**src/hw/rtl/skset_pkg.sv**
```systemverilog
package skset_pkg;

    // Operation codes carried in the low bits of s_tdata
    localparam logic [1:0] CMD_MEMBER = 2'd0;
    localparam logic [1:0] CMD_INSERT = 2'd1;
    localparam logic [1:0] CMD_DELETE = 2'd2;

    localparam int CMD_W     = 2;
    localparam int KEY_IN_W  = 16;
    localparam int COUNT_W   = 9;
    localparam int S_TDATA_W = 24;
    localparam int M_TDATA_W = 16;

    // Control broadcast from the sequencer to every cell
    typedef struct packed {
        logic cmp_en;   // latch compare flags against the broadcast key
        logic upd_en;   // apply the shift decided this cycle
        logic ins;      // open a slot at the insert position
        logic del;      // close the slot of the matching key
    } skset_ctrl_t;

endpackage

```
**src/hw/rtl/skset_cell.sv**
```systemverilog
module skset_cell #(
    parameter int KEY_BITS = 16
) (
    input  logic                 aclk,
    input  skset_pkg::skset_ctrl_t ctrl,
    input  logic [KEY_BITS-1:0]  key_bcast,
    input  logic                 valid,
    input  logic [KEY_BITS-1:0]  left_key,
    input  logic                 left_lt,
    input  logic [KEY_BITS-1:0]  right_key,
    output logic [KEY_BITS-1:0]  key_out,
    output logic                 lt_out,
    output logic                 eq_out
);

    logic [KEY_BITS-1:0] key_reg;
    logic [KEY_BITS-1:0] key_next;
    logic                lt_reg;
    logic                eq_reg;

    // Cells at or past the target position move; lt_reg is a thermometer along the chain.
    always_comb begin
        key_next = key_reg;
        if (ctrl.upd_en && !lt_reg) begin
            if (ctrl.ins) begin
                key_next = left_lt ? key_bcast : left_key;
            end else if (ctrl.del) begin
                key_next = right_key;
            end
        end
    end

    always_ff @(posedge aclk) begin
        key_reg <= key_next;
        if (ctrl.cmp_en) begin
            lt_reg <= valid && (key_reg < key_bcast);
            eq_reg <= valid && (key_reg == key_bcast);
        end
    end

    assign key_out = key_reg;
    assign lt_out  = lt_reg;
    assign eq_out  = eq_reg;

endmodule

```
**config.mk**
```make
export PLATFORM = sky130hd
export DESIGN_NAME = skset_cell
export DESIGN_NICKNAME = d
export VERILOG_FILES = /design/src/hw/rtl/skset_pkg.sv /design/src/hw/rtl/skset_cell.sv
export SDC_FILE = /design/constraint.sdc
export NUM_CORES = 1
export LEC_CHECK = 0
export BUFFER_PORTS_ARGS = -buffer_cell sky130_fd_sc_hd__buf_2
export CAP_MARGIN = 15
export CORE_MARGIN = 8
export CORE_UTILIZATION = 44
export DETAILED_ROUTE_END_ITERATION = 8
export PLACE_DENSITY = 0.8
export SLEW_MARGIN = 20
export SYNTH_ARGS = -nofsm -noshare
export SYNTH_HDL_FRONTEND = slang
export SYNTH_SLANG_ARGS = --single-unit
```
**constraint.sdc**
```tcl
create_clock -name aclk -period 2.4 [get_ports aclk]
set_input_delay 0.24 -clock aclk [delete_from_list [all_inputs] [get_ports aclk]]
set_output_delay 0.24 -clock aclk [all_outputs]
set_load 0.1 [all_outputs]
```
==> results.txt <==
* Number of buffers between clock root and the deepest sink: 2
- Count of endpoints failing setup in the final report: 0
- Once detail routing completed, the nets flagged for antenna violations numbered 0.
- Leakage power figure: between 0.8 and 0.9 nW
* Number of search-and-repair iterations in the first detailed-routing pass: 4
* Cell class contributing the biggest share of worst-path delay: simple AND/OR/NAND/NOR gates
* CTS H-Tree Depth: 1
* Arrival time at the worst endpoint: approximately 1700 ps
- Detailed router's first-iteration violation count: 26
* Filler Cells Inserted: around 270
- The die covers ~0.005 sq mm.
* Post-synthesis instance area: about 0.0013 sq mm
* Nets@finish: between 200 and 300
* Clock edge transition at the registers on the reported setup and hold paths: about 110 ps
- Of the total synthesized cell area, the portion taken by AND, OR, NAND and NOR gates is a little under an eighth.
* Vert. Die Dim: between 70 and 80 um
- Sequential cell area fraction in the yosys report: roughly two fifths
- Across the VDD grid, the largest voltage drop is 0.000452 V.
- Run status: complete, no violations
* Class of the tightest hold or removal check: in2reg
- The synthesized netlist devotes 15.4% of its cell area to adder and majority cells.
- The floorplan has 19 rows.
- Area of the placeable core: between 0.002 and 0.003 sq mm
* Worst Setup Path Type: reg2reg
- Area Growth Syn to Fin: 31.6%
- After synthesis, the share of cell area in mux cells is 12.3%.
* Highest achievable clock rate: 614 MHz
- Routability-driven placement finished with a final weighted congestion of approximately 0.75.
- Actual transition at the worst max-transition pin: around 500 ps
- Clock root buffer: sky130_fd_sc_hd__clkbuf_4
- Worst rel slew slack: ~67%
- Total negative slack: 0 ps
- STA classifies the critical path endpoint as a register.
- Total routing usage reported by global routing: a little over an eighth
- Initial antenna violation count: 0
* Final period demand of the worst path: roughly 1600 ps
- The number of global-route vias before repair is ~1.2k.
- TritonCTS clock tree: built
* Critical path required time: roughly 2500 ps
- The final layout contains routed wiring with a total length of 3.24 mm.
- Setup repair after global routing left no endpoint under its margin.
- Count of different cell masters after synthesis: 23
- The routed layout has between 1k and 1.5k vias.
* Per-cell via count in the routed design: 4.82
* Number of ports placed on the die boundary: 73
* CTS Sinks: 18
- After clock tree synthesis, the flow added hold-fix buffers numbering 0.
- Slowest CP cell: sky130_fd_sc_hd__edfxtp_1
- Starting density of the core: 46.7%
- After layout, the worst path uses around two thirds of the clock period.
- List of cells traversed by the critical path: ha_1, nand4_1, nor4_2, a211oi_1
- Maximum Capacitance Violations: 0
* Count of buffers inserted at the top-level ports: 72
- Together, buffers and inverters on the worst path number 0.
* First-pass GRT wire length: 5.40 mm
- The wire-length estimate of the detail-placed layout is between 2 and 3 mm.
- Crit path largest cell delay: approximately 400 ps
- Latest clock arrival within the worst-skew pair: roughly 300 ps
* Pin count of the biggest net entering global routing: 21
- Drt wl/cell: ~14 um
- The number of gates resized after CTS was 0.
* Critical path peak fanout: 3
* Final cell utilization of the core: about three fifths
- Overall die width: just over 70 um
- Final Skew: ~11 ps
- Number of CTS-inserted buffers: 3
- The number of nets handed over by synthesis was a little over 200.
* Mean area per synthesized cell: between 9 and 10 sq um
- Summed over all layers, the global routing overflow is 0.
* Hold Fails Final Rpt: 0
- Synthesized netlist cell count: ~130
* Synthesis-stage register bit count: 18
- Area fraction in compound gates after synthesis: roughly 12%
- By area, the combinational part of the netlist is dominated by adder cells.
- Antenna diodes: 0
* Post-route DRC violation count: 0
- Max-slew violation count: 0
- Power spread over the standard cell area amounts to roughly 490 mW/mm^2.
- Startpoint class of the critical path: register
* Post-route worst hold slack: 149 ps
- Post-CTS setup buffers: 0
- In the final layout, the share of cells above drive strength 1 is between 30% and 40%.
- For this run, the number of Yosys warnings is 0.
- Parity-gate share of the synthesized area counting xor and xnor cells: 0%
-- metrics by stage --
stage / total power, mW / cells / setup slack (ps) / instance area (sq um)
after floorplan: 0.607 / 132 / 273 / 1310
after global placement: 0.686 / 231 / 791 / 1690
after detailed placement: 0.689 / 231 / 742 / 1690
after CTS: 0.841 / 234 / 735 / 1710
after global routing: 0.876 / 234 / 627 / 1710
final: 0.832 / 234 / 771 / 1710
-- layer usage --
metal	GRT usage, %	wire [um]
met5	0	0
met4	2.68	21
met3	5.93	239
met2	22.5	1630
met1	14.8	1350
-- worst register-to-register path, stage by stage, from the launching register on --
cell and delay (ps):
sky130_fd_sc_hd__edfxtp_1 400, sky130_fd_sc_hd__ha_1 330, sky130_fd_sc_hd__nand4_1 190, sky130_fd_sc_hd__nor4_2 360, sky130_fd_sc_hd__a211oi_1 110
-- cells in the final DEF, fill, tap and decap left out --
cell | netlist | layout
sky130_fd_sc_hd__mux2i_1 | 16 | 16
sky130_fd_sc_hd__buf_4 | 2 | 2
sky130_fd_sc_hd__nand2_1 | 4 | 4
sky130_fd_sc_hd__nand4_1 | 2 | 2
sky130_fd_sc_hd__nand3_1 | 2 | 2
sky130_fd_sc_hd__a21o_1 | 1 | 1
sky130_fd_sc_hd__nor4_2 | 1 | 1
sky130_fd_sc_hd__nor3b_2 | 0 | 1
sky130_fd_sc_hd__and4_1 | 1 | 1
sky130_fd_sc_hd__a21oi_1 | 21 | 21
sky130_fd_sc_hd__nand2b_1 | 1 | 1
sky130_fd_sc_hd__clkbuf_4 | 0 | 3
sky130_fd_sc_hd__and3_1 | 1 | 1
sky130_fd_sc_hd__a211oi_1 | 1 | 1
sky130_fd_sc_hd__edfxtp_1 | 18 | 18
sky130_fd_sc_hd__nor2_1 | 18 | 18
sky130_fd_sc_hd__a21oi_2 | 2 | 2
sky130_fd_sc_hd__o21ai_1 | 1 | 1
sky130_fd_sc_hd__a221o_1 | 1 | 1
sky130_fd_sc_hd__buf_2 | 1 | 72
sky130_fd_sc_hd__inv_1 | 17 | 17
sky130_fd_sc_hd__ha_1 | 16 | 16
sky130_fd_sc_hd__o21ai_0 | 1 | 1
-- report_power, final --
| part | internal (mW) | switching [mW] | total (mW) |
|---|---|---|---|
| registers | 0.370 | 0.00789 | 0.378 |
| clock network | 0.0585 | 0.0942 | 0.153 |
| logic | 0.0939 | 0.208 | 0.302 |
| total | 0.522 | 0.310 | 0.832 |
-- layout make-up --
cell class / count / area [sq um] / area share (%)
sequential: 18 / 541 / 31.6
inverter: 17 / 63.8 / 3.73
multi-input combinational: 91 / 669 / 39.1
tap: 31 / 38.8 / 2.27
timing repair buffer: 74 / 375 / 21.9
clock buffer: 3 / 22.5 / 1.32
-- kinds of logic after synthesis --
| group | count (synthesis) |
|---|---|
| AND/OR/NAND/NOR | 31 |
| AO/OA/AOI/OAI | 28 |
| buffers and inverters | 23 |
| flip-flops | 18 |
| multiplexers | 16 |
| adder cells (fa/ha/maj) | 16 |
-- cell usage after synthesis (all sizes together) --
library cell   n  share of area, %
inv           17               4.9
clkbuf         3              0.87
a221o          1              0.77
nor4           1              0.96
a21oi         23               9.4
and4           1              0.67
o21ai          2              0.77
nor3b          1              0.58
a21o           1              0.58
nor2          18               5.2
edfxtp        18                42
nand3          2              0.77
buf            3               1.5
nand2          4               1.2
nand2b         1              0.48
mux2i         16                12
nand4          2              0.96
and3           1              0.48
a211oi         1              0.58
ha            16                15
-- state kept, by name, indices dropped and copies added, names as in the netlist --
| signal | count |
|---|---|
| eq_out | 1 |
| key_out | 16 |
| lt_out | 1 |
-- worst paths after layout --
check | slack (ps) | from | end | cells after the start
max | 770 | key_out[14] | lt_out | 4
min | 150 | ctrl[3] | eq_out | 1
max reg2reg | 770 | key_out[14] | lt_out | 4
min reg2reg | 810 | lt_out | key_out[6] | 2
Power figures use the tool's default switching activity.
